[src/rtl/core/pdus_pkg.sv]
// Types, constants and helpers shared by the percent decoder modules.
// No dependencies.
package pdus_pkg;

  localparam logic [7:0] ChPercent  = 8'h25;
  localparam logic [7:0] ChPlus     = 8'h2b;
  localparam logic [7:0] ChQuestion = 8'h3f;
  localparam logic [7:0] ChSpace    = 8'h20;
  localparam logic [7:0] CaseBit    = 8'h20;
  localparam logic [7:0] SafeLow    = 8'h26;
  localparam logic [7:0] SafeHigh   = 8'h7e;

  localparam int unsigned ModeUriBit      = 0;
  localparam int unsigned ModeRedirectBit = 1;

  // queue depth must be a power of two
  localparam int unsigned QDepth = 2;
  localparam int unsigned QAw    = $clog2(QDepth);

  typedef enum logic [1:0] {
    PhUsual   = 2'd0,
    PhQuoted  = 2'd1,
    PhSecond  = 2'd2,
    PhStopped = 2'd3
  } phase_e;

  typedef enum logic {
    KindData = 1'b0,
    KindEnd  = 1'b1
  } kind_e;

  typedef struct packed {
    logic [7:0] in_byte;
    logic       last_in;
  } in_t;

  typedef struct packed {
    logic       item_kind;
    logic [7:0] data_byte;
    logic       end_status;
    logic       last_of_run;
  } out_t;

  // one accepted byte, classified: up to three data bytes and an optional end item
  typedef struct packed {
    logic [1:0]       n_data;
    logic [2:0][7:0]  data;
    logic             has_end;
    logic             end_status;
  } cmd_t;

  // bit 4 set for a byte that is not a hex digit
  function automatic logic [4:0] hex_value(logic [7:0] c);
    logic [7:0] l;
    logic [7:0] t;
    l = c | CaseBit;
    hex_value = 5'd16;
    if (c >= 8'h30 && c <= 8'h39) begin
      t = c - 8'h30;
      hex_value = {1'b0, t[3:0]};
    end else if (l >= 8'h61 && l <= 8'h66) begin
      t = l - 8'h57;
      hex_value = {1'b0, t[3:0]};
    end
  endfunction

endpackage

[src/rtl/core/pdus_front.sv]
// Front end: holds the mode register and decode state, classifies each byte.
// Depends on pdus_pkg.
module pdus_front (
  input  logic           clk_i,
  input  logic           rst_ni,
  input  logic           cfg_we_i,
  input  logic [1:0]     cfg_wdata_i,
  input  logic           in_valid_i,
  input  pdus_pkg::in_t  in_i,
  output logic           cmd_valid_o,
  output pdus_pkg::cmd_t cmd_o
);
  import pdus_pkg::*;

  logic [1:0] mode_q;
  phase_e     phase_q, phase_d;
  logic [3:0] hn_q, hn_d;
  logic [7:0] fhc_q, fhc_d;

  logic [7:0] ch;
  logic [4:0] v;
  logic [7:0] dec;
  logic       any_mode;
  logic       early;

  always_ff @(posedge clk_i or negedge rst_ni) begin
    if (!rst_ni) begin
      mode_q  <= '0;
      phase_q <= PhUsual;
      hn_q    <= '0;
      fhc_q   <= '0;
    end else begin
      if (cfg_we_i) begin
        mode_q <= cfg_wdata_i;
      end
      if (in_valid_i) begin
        phase_q <= phase_d;
        hn_q    <= hn_d;
        fhc_q   <= fhc_d;
      end
    end
  end

  always_comb begin
    ch       = in_i.in_byte;
    v        = hex_value(ch);
    dec      = {hn_q, v[3:0]};
    any_mode = |mode_q;
    early    = 1'b0;
    phase_d  = phase_q;
    hn_d     = hn_q;
    fhc_d    = fhc_q;
    cmd_o    = '0;
    case (phase_q)
      PhUsual: begin
        if (ch == ChQuestion && any_mode) begin
          cmd_o.n_data  = 2'd1;
          cmd_o.data[0] = ch;
          phase_d       = PhStopped;
        end else if (ch == ChPercent) begin
          phase_d = PhQuoted;
        end else if (ch == ChPlus) begin
          cmd_o.n_data  = 2'd1;
          cmd_o.data[0] = ChSpace;
        end else begin
          cmd_o.n_data  = 2'd1;
          cmd_o.data[0] = ch;
        end
      end
      PhQuoted: begin
        if (!v[4]) begin
          hn_d    = v[3:0];
          fhc_d   = ch;
          phase_d = PhSecond;
        end else begin
          cmd_o.n_data  = 2'd1;
          cmd_o.data[0] = ch;
          phase_d       = PhUsual;
        end
      end
      PhSecond: begin
        phase_d = PhUsual;
        if (!v[4]) begin
          if (v >= 5'd10 && any_mode && dec == ChQuestion) begin
            cmd_o.n_data  = 2'd1;
            cmd_o.data[0] = dec;
            phase_d       = PhStopped;
          end else if (v >= 5'd10 && mode_q[ModeUriBit]) begin
            cmd_o.n_data  = 2'd1;
            cmd_o.data[0] = dec;
          end else if (mode_q[ModeRedirectBit] && (dec < SafeLow || dec > SafeHigh)) begin
            cmd_o.n_data  = 2'd3;
            cmd_o.data[0] = ChPercent;
            cmd_o.data[1] = fhc_q;
            cmd_o.data[2] = ch;
          end else begin
            cmd_o.n_data  = 2'd1;
            cmd_o.data[0] = dec;
          end
        end
      end
      PhStopped: begin
        early = 1'b1;
      end
      default: begin
        phase_d = PhUsual;
      end
    endcase
    if (in_i.last_in) begin
      cmd_o.has_end    = 1'b1;
      cmd_o.end_status = early;
      phase_d          = PhUsual;
      hn_d             = '0;
      fhc_d            = '0;
    end
    cmd_valid_o = in_valid_i && (cmd_o.has_end || cmd_o.n_data != 2'd0);
  end

endmodule

[src/rtl/core/pdus_cmd_fifo.sv]
// Short command queue between the front and back ends.
// Depends on pdus_pkg.
module pdus_cmd_fifo (
  input  logic           clk_i,
  input  logic           rst_ni,
  input  logic           wr_i,
  input  pdus_pkg::cmd_t wdata_i,
  output logic           full_o,
  input  logic           rd_i,
  output pdus_pkg::cmd_t rdata_o,
  output logic           empty_o
);
  import pdus_pkg::*;

  cmd_t            mem_q [QDepth];
  logic [QAw-1:0]  wr_ptr_q, rd_ptr_q;
  logic [QAw:0]    count_q, count_d;
  logic            do_wr, do_rd;

  assign full_o  = (count_q == (QAw+1)'(QDepth));
  assign empty_o = (count_q == '0);
  assign do_wr   = wr_i && !full_o;
  assign do_rd   = rd_i && !empty_o;
  assign rdata_o = mem_q[rd_ptr_q];

  always_comb begin
    count_d = count_q;
    case ({do_wr, do_rd})
      2'b10:   count_d = count_q + 1'b1;
      2'b01:   count_d = count_q - 1'b1;
      default: count_d = count_q;
    endcase
  end

  always_ff @(posedge clk_i or negedge rst_ni) begin
    if (!rst_ni) begin
      wr_ptr_q <= '0;
      rd_ptr_q <= '0;
      count_q  <= '0;
    end else begin
      count_q <= count_d;
      if (do_wr) begin
        wr_ptr_q <= wr_ptr_q + 1'b1;
      end
      if (do_rd) begin
        rd_ptr_q <= rd_ptr_q + 1'b1;
      end
    end
  end

  always_ff @(posedge clk_i) begin
    if (do_wr) begin
      mem_q[wr_ptr_q] <= wdata_i;
    end
  end

endmodule

[src/rtl/core/pdus_back.sv]
// Back end: steps through each queued command and feeds the output register.
// Depends on pdus_pkg.
module pdus_back (
  input  logic           clk_i,
  input  logic           rst_ni,
  input  logic           cmd_empty_i,
  input  pdus_pkg::cmd_t cmd_i,
  output logic           cmd_pop_o,
  output logic           empty,
  input  logic           pop,
  output pdus_pkg::out_t out_o
);
  import pdus_pkg::*;

  logic [1:0] idx_q, idx_d;
  logic       valid_q, valid_d;
  out_t       out_q, out_d;
  logic [2:0] total;
  logic       load;
  logic       is_last;

  assign empty = !valid_q;
  assign out_o = out_q;

  always_comb begin
    total     = {1'b0, cmd_i.n_data} + {2'b00, cmd_i.has_end};
    load      = !cmd_empty_i && (!valid_q || pop);
    is_last   = ({1'b0, idx_q} == total - 3'd1);
    cmd_pop_o = load && is_last;
    idx_d     = idx_q;
    valid_d   = valid_q;
    out_d     = out_q;
    if (load) begin
      valid_d         = 1'b1;
      idx_d           = is_last ? 2'd0 : idx_q + 2'd1;
      out_d.last_of_run = is_last;
      if (idx_q < cmd_i.n_data) begin
        out_d.item_kind  = KindData;
        out_d.data_byte  = cmd_i.data[idx_q];
        out_d.end_status = 1'b0;
      end else begin
        out_d.item_kind  = KindEnd;
        out_d.data_byte  = '0;
        out_d.end_status = cmd_i.end_status;
      end
    end else if (pop) begin
      valid_d = 1'b0;
    end
  end

  always_ff @(posedge clk_i or negedge rst_ni) begin
    if (!rst_ni) begin
      idx_q   <= '0;
      valid_q <= 1'b0;
    end else begin
      idx_q   <= idx_d;
      valid_q <= valid_d;
    end
  end

  always_ff @(posedge clk_i) begin
    out_q <= out_d;
  end

endmodule

[src/rtl/core/percent_decode_uri_stream_unit.sv]
// Top level of the streaming percent decoder: front end, command queue, back end.
// Depends on pdus_pkg, pdus_front, pdus_cmd_fifo and pdus_back.
//
//   channel  | handshake        | payload
//   ---------+------------------+---------------------------------------------
//   input    | push / full      | in_i  : in_byte, last_in
//   result   | empty / pop      | out_o : item_kind, data_byte, end_status,
//            |                  |         last_of_run
//   config   | cfg_we_i         | cfg_wdata_i : mode
//
// One byte is taken per cycle while the two-entry command queue has room.
// The back end issues a byte's results one at a time; a byte causing k results holds
// its queue entry until the last of them is loaded, so re-escapes and end items slow intake.
// A byte's first result passes through the command queue and then the output register.
// Reset clears the mode, the decode state, the queue and the output valid flag, not the output data.
// A stall on pop holds the output register and backs up through the queue to full.
module percent_decode_uri_stream_unit (
  input  logic            clk_i,
  input  logic            rst_ni,
  input  logic            cfg_we_i,
  input  logic [1:0]      cfg_wdata_i,
  input  logic            push,
  output logic            full,
  input  pdus_pkg::in_t   in_i,
  output logic            empty,
  input  logic            pop,
  output pdus_pkg::out_t  out_o
);
  import pdus_pkg::*;

  logic cmd_valid;
  cmd_t cmd_wr, cmd_rd;
  logic cmd_empty;
  logic cmd_pop;

  pdus_front u_front (
    .clk_i       (clk_i),
    .rst_ni      (rst_ni),
    .cfg_we_i    (cfg_we_i),
    .cfg_wdata_i (cfg_wdata_i),
    .in_valid_i  (push && !full),
    .in_i        (in_i),
    .cmd_valid_o (cmd_valid),
    .cmd_o       (cmd_wr)
  );

  pdus_cmd_fifo u_fifo (
    .clk_i   (clk_i),
    .rst_ni  (rst_ni),
    .wr_i    (cmd_valid),
    .wdata_i (cmd_wr),
    .full_o  (full),
    .rd_i    (cmd_pop),
    .rdata_o (cmd_rd),
    .empty_o (cmd_empty)
  );

  pdus_back u_back (
    .clk_i       (clk_i),
    .rst_ni      (rst_ni),
    .cmd_empty_i (cmd_empty),
    .cmd_i       (cmd_rd),
    .cmd_pop_o   (cmd_pop),
    .empty       (empty),
    .pop         (pop),
    .out_o       (out_o)
  );

endmodule

[config.mk]
export PLATFORM = sky130hd
export DESIGN_NAME = percent_decode_uri_stream_unit
export DESIGN_NICKNAME = d
export VERILOG_FILES = /design/src/rtl/core/pdus_pkg.sv /design/src/rtl/core/pdus_front.sv /design/src/rtl/core/pdus_cmd_fifo.sv /design/src/rtl/core/pdus_back.sv /design/src/rtl/core/percent_decode_uri_stream_unit.sv
export SDC_FILE = /design/constraint.sdc
export NUM_CORES = 1
export LEC_CHECK = 0
export BUFFER_PORTS_ARGS = -buffer_cell sky130_fd_sc_hd__buf_2
export CAP_MARGIN = 30
export CORE_MARGIN = 5
export CORE_UTILIZATION = 55
export CTS_BUF_LIST = sky130_fd_sc_hd__clkbuf_16
export DETAILED_ROUTE_END_ITERATION = 8
export HOLD_SLACK_MARGIN = 0.02
export PLACE_DENSITY = 0.73
export SKIP_LAST_GASP = 1
export SLEW_MARGIN = 20
export SYNTH_ARGS = -nofsm -noshare
export SYNTH_HDL_FRONTEND = slang
export SYNTH_HIERARCHICAL = 1
export SYNTH_SLANG_ARGS = --single-unit
[constraint.sdc]
create_clock -name clk_i -period 4.2 [get_ports clk_i]
set_input_delay 0.42 -clock clk_i [delete_from_list [all_inputs] [get_ports clk_i]]
set_output_delay 0.42 -clock clk_i [all_outputs]
set_load 0.005 [all_outputs]
==> results.yml <==
placed_design:
  gp_congestion: 0.895
  placed_cells: 499
  placed_cell_area_mm2: 0.00484
  io_buffer_count: 28
  dp_hpwl_um: 6440
  pre_cts_ws_ns: 0.893
power_and_ir_drop:
  p_total_mw: 3.43
  peakVddDrop_uv: 280
  p_leak_nw: 2.08
  powerDensity_mw_per_mm2: 667
layout:
  diodes: 0
  fin_cells: 516
  fillers: 670
  area_growth_syn_to_layout_pct: 10.3
  drive_gt1_share_pct: 22.4
  nNetsFinal: 433
  multiInputGateArea_mm2: 0.00188
  seqCellArea_mm2: 0.00259
  stdcell_area_mm2: 0.00514
worst_setup_path:
  worstPathMaxFanout: 28
  path_class: "primary input to flip-flop"
  worstPathArrival_ns: 2.98
  startpoint_type: "primary input"
  cpMaxStageDelayCell: "o21ai_0"
  crit_chain: "buf_2, inv_1, ha_1, o21ba_2, o21ai_0, a31o_2, nor2_1, nor2_1, o21a_1, nand2_1, nor2_2, buf_4"
  worstSetupEndpointType: "flip-flop"
  r2r_start: "u_fifo/rd_ptr_q"
  worst_path_most_repeated_cell: "nor2_1"
  crit_start: "in_i[1]"
  slowest_delay_ns: 0.50
  worstPathRequired_ns: 4.19
global_route:
  grt-ovfl-total: 0
  grt_start_max_net_pins: 29
  antenna_found_initial: 0
  grt_pass1_wl_um: 15400
  grt.total_usage_pct: 19.5
  grt_pass1_vias: 3015
logic_synthesis:
  synth_seq_cells: 90
  ys_warn_count: 6
  syn_nets: 408
  synth_seq_area_share_pct: 55.5
  synth_edf_count: 67
  async_reset_ff_share_pct: 25.6
  avgSynthCellArea_um2: 12.2
  ys_types: 64
  synthCells: 381
  synth-main-ff-cell: "edfxtp_1"
  syn_area_mm2: 0.00466
routing:
  drt_wl_total_um: 9400
  drt_iter0_drc: 188
  ant_nets: 0
  vias: 3039
  routed_via_density: 5.89
  avgRoutedWirePerCell_um: 18.2
  drc: 0
  drtPass1Iterations: 4
sta:
  slew_viol_final: 0
  finalSetupTns_ns: 0
  clock-skew-final_ns: 0.0103
  worst_slack_ns: 1.21
  max_freq_mhz: 335
  grt_setup_unrepaired: "no"
  finalSetupViolations: 0
  hold_viol_final: 0
  worst_slew_pin_slew_ns: 0.766
  final.period_utilization_pct: 71.1
  fin_crit_ns: 2.99
  slew_headroom_pct: 47.6
job:
  drv_cap: 0
die:
  pin_count: 29
  rows: 33
  die_width_um: 102
  die_h_um: 102
  start_util_pct: 56.5
  die-area_mm2: 0.0104
  coreArea_mm2: 0.00826
cts:
  h-tree-depth: 3
  ctsRootBufferMaster: "clkbuf_16"
  cts.sinks: 90
  cts_setup_buffers: 0
  cts-hold-fix-buffers: 0
  cts-buffers-inserted: 9
  path_clk_slew_ns: 0.06
  ctsResizeCount: 0
  cts_tree: "yes"
  clk_path_buf_depth: 2
  insertion_delay_ns: 0.34
outcome:
  status: "finished clean"
hold_path:
  hp-class: "primary input to async pin"
## layer usage
| layer | GRT usage, % | up-vias | routed length, µm |
|---|---|---|---|
| met1 | 26.1 | 1470 | 4080 |
| met2 | 32.1 | 99 | 4600 |
| met4 | 6.66 | 0 | 133 |
| met5 | 0 | - | 0 |
| li1 | - | 1460 | - |
| met3 | 3.41 | 10 | 589 |
## cells in the mapped netlist (3+ instances only)
cell,count,share of area [%]
edfxtp_1,67,43
nand2_1,35,2.8
dfrtp_1,23,12
mux2_2,19,4.6
nor2_1,19,1.5
inv_1,17,1.4
o21ai_0,16,1.7
and3_1,15,2.0
a21oi_1,12,1.3
ha_1,11,3.0
mux2_4,10,3.2
clkbuf_1,8,0.64
mux2i_1,8,1.7
nand2b_1,8,1.1
or2_1,7,0.94
and2_1,6,0.81
o31ai_1,6,0.97
xnor2_1,6,1.1
nor2b_1,5,0.67
buf_4,4,0.64
buf_6,4,0.97
o211ai_1,4,0.64
o31ai_2,4,1.1
a221o_1,3,0.64
buf_2,3,0.32
nor3_1,3,0.32
nor4_1,3,0.40
o21a_1,3,0.48
o41ai_1,3,0.56
xor2_1,3,0.56
## critical path: cells and delay by family
kind / cells / cell delay, ns
fa+ha+maj: 1 / 0.28
simple gates: 4 / 0.43
buf+inv: 3 / 0.64
compound gates: 4 / 1.18
## state kept, by name, indices dropped and copies added (netlist names), 2 cells and up
register and count:
u_front/phase_q 2, u_front/hn_q 4, u_front/mode_q 2, u_back/out_o 11
u_back/idx_q 2, u_fifo/mem_q 56, u_front/fhc_q 8, u_fifo/count_q 2
## cells in the final DEF, fill, tap and decap left out, types with 4 or more instances in the layout
master / n
a21oi_1: 12
and2_1: 6
and3_1: 15
buf_2: 28
buf_4: 6
clkbuf_16: 9
dfrtp_1: 23
edfxtp_1: 67
ha_1: 11
inv_1: 18
mux2_2: 19
mux2_4: 10
mux2i_1: 8
nand2_1: 35
nand2b_1: 8
nor2_1: 18
nor2b_1: 5
o211ai_1: 4
o21ai_0: 16
o31ai_1: 6
o31ai_2: 4
or2_1: 7
xnor2_1: 6
## cells by family after synthesis
| logic type | after synthesis | share of synthesized area, % |
|---|---|---|
| fa+ha+maj | 11 | 2.95 |
| simple gates | 119 | 14.0 |
| buf+inv | 37 | 4.27 |
| other cells | 1 | 0.0804 |
| xor+xnor | 9 | 1.69 |
| flops | 90 | 55.5 |
| compound gates | 77 | 12.0 |
| mux | 37 | 9.53 |
## metrics by stage
step	hold WS (ns)	utilization, %
2_1_floorplan	0.124	-
4_1_cts	0.0856	62.2
6_report	0.0832	62.2
3_3_place_gp	0.451	58.6
5_1_grt	0.118	62.2
3_5_place_dp	0.457	58.6
## power breakdown
part | internal [mW] | total [mW] | switching (mW)
Clock | 0.461 | 0.792 | 0.332
Combinational | 0.558 | 1.20 | 0.640
Sequential | 1.29 | 1.44 | 0.147
## path summary, 6_finish.rpt
kind / slack, ns / cells after the start / end
setup reg to reg: 1.28 / 11 / u_fifo/count_q[1]
hold / removal: 0.08 / 1 / u_front/phase_q[0]
max in group asynchronous: 3.72 / 1 / u_front/fhc_q[6]
min in group clk_i: 0.29 / 3 / u_front/mode_q[0]
hold reg to reg: 0.47 / 2 / u_front/fhc_q[6]
setup / recovery: 1.21 / 12 / u_fifo/mem_q[0][19]
## cell type report
cell class	instances	area share (%)
Inverter	17	1.24
Timing Repair Buffer	34	3.60
Clock inverter	7	1.34
Tap cell	105	2.56
Sequential cell	90	50.3
Clock buffer	9	4.38
Multi-Input combinational cell	254	36.5
Note: power is estimated with default switching activity, not from simulation.
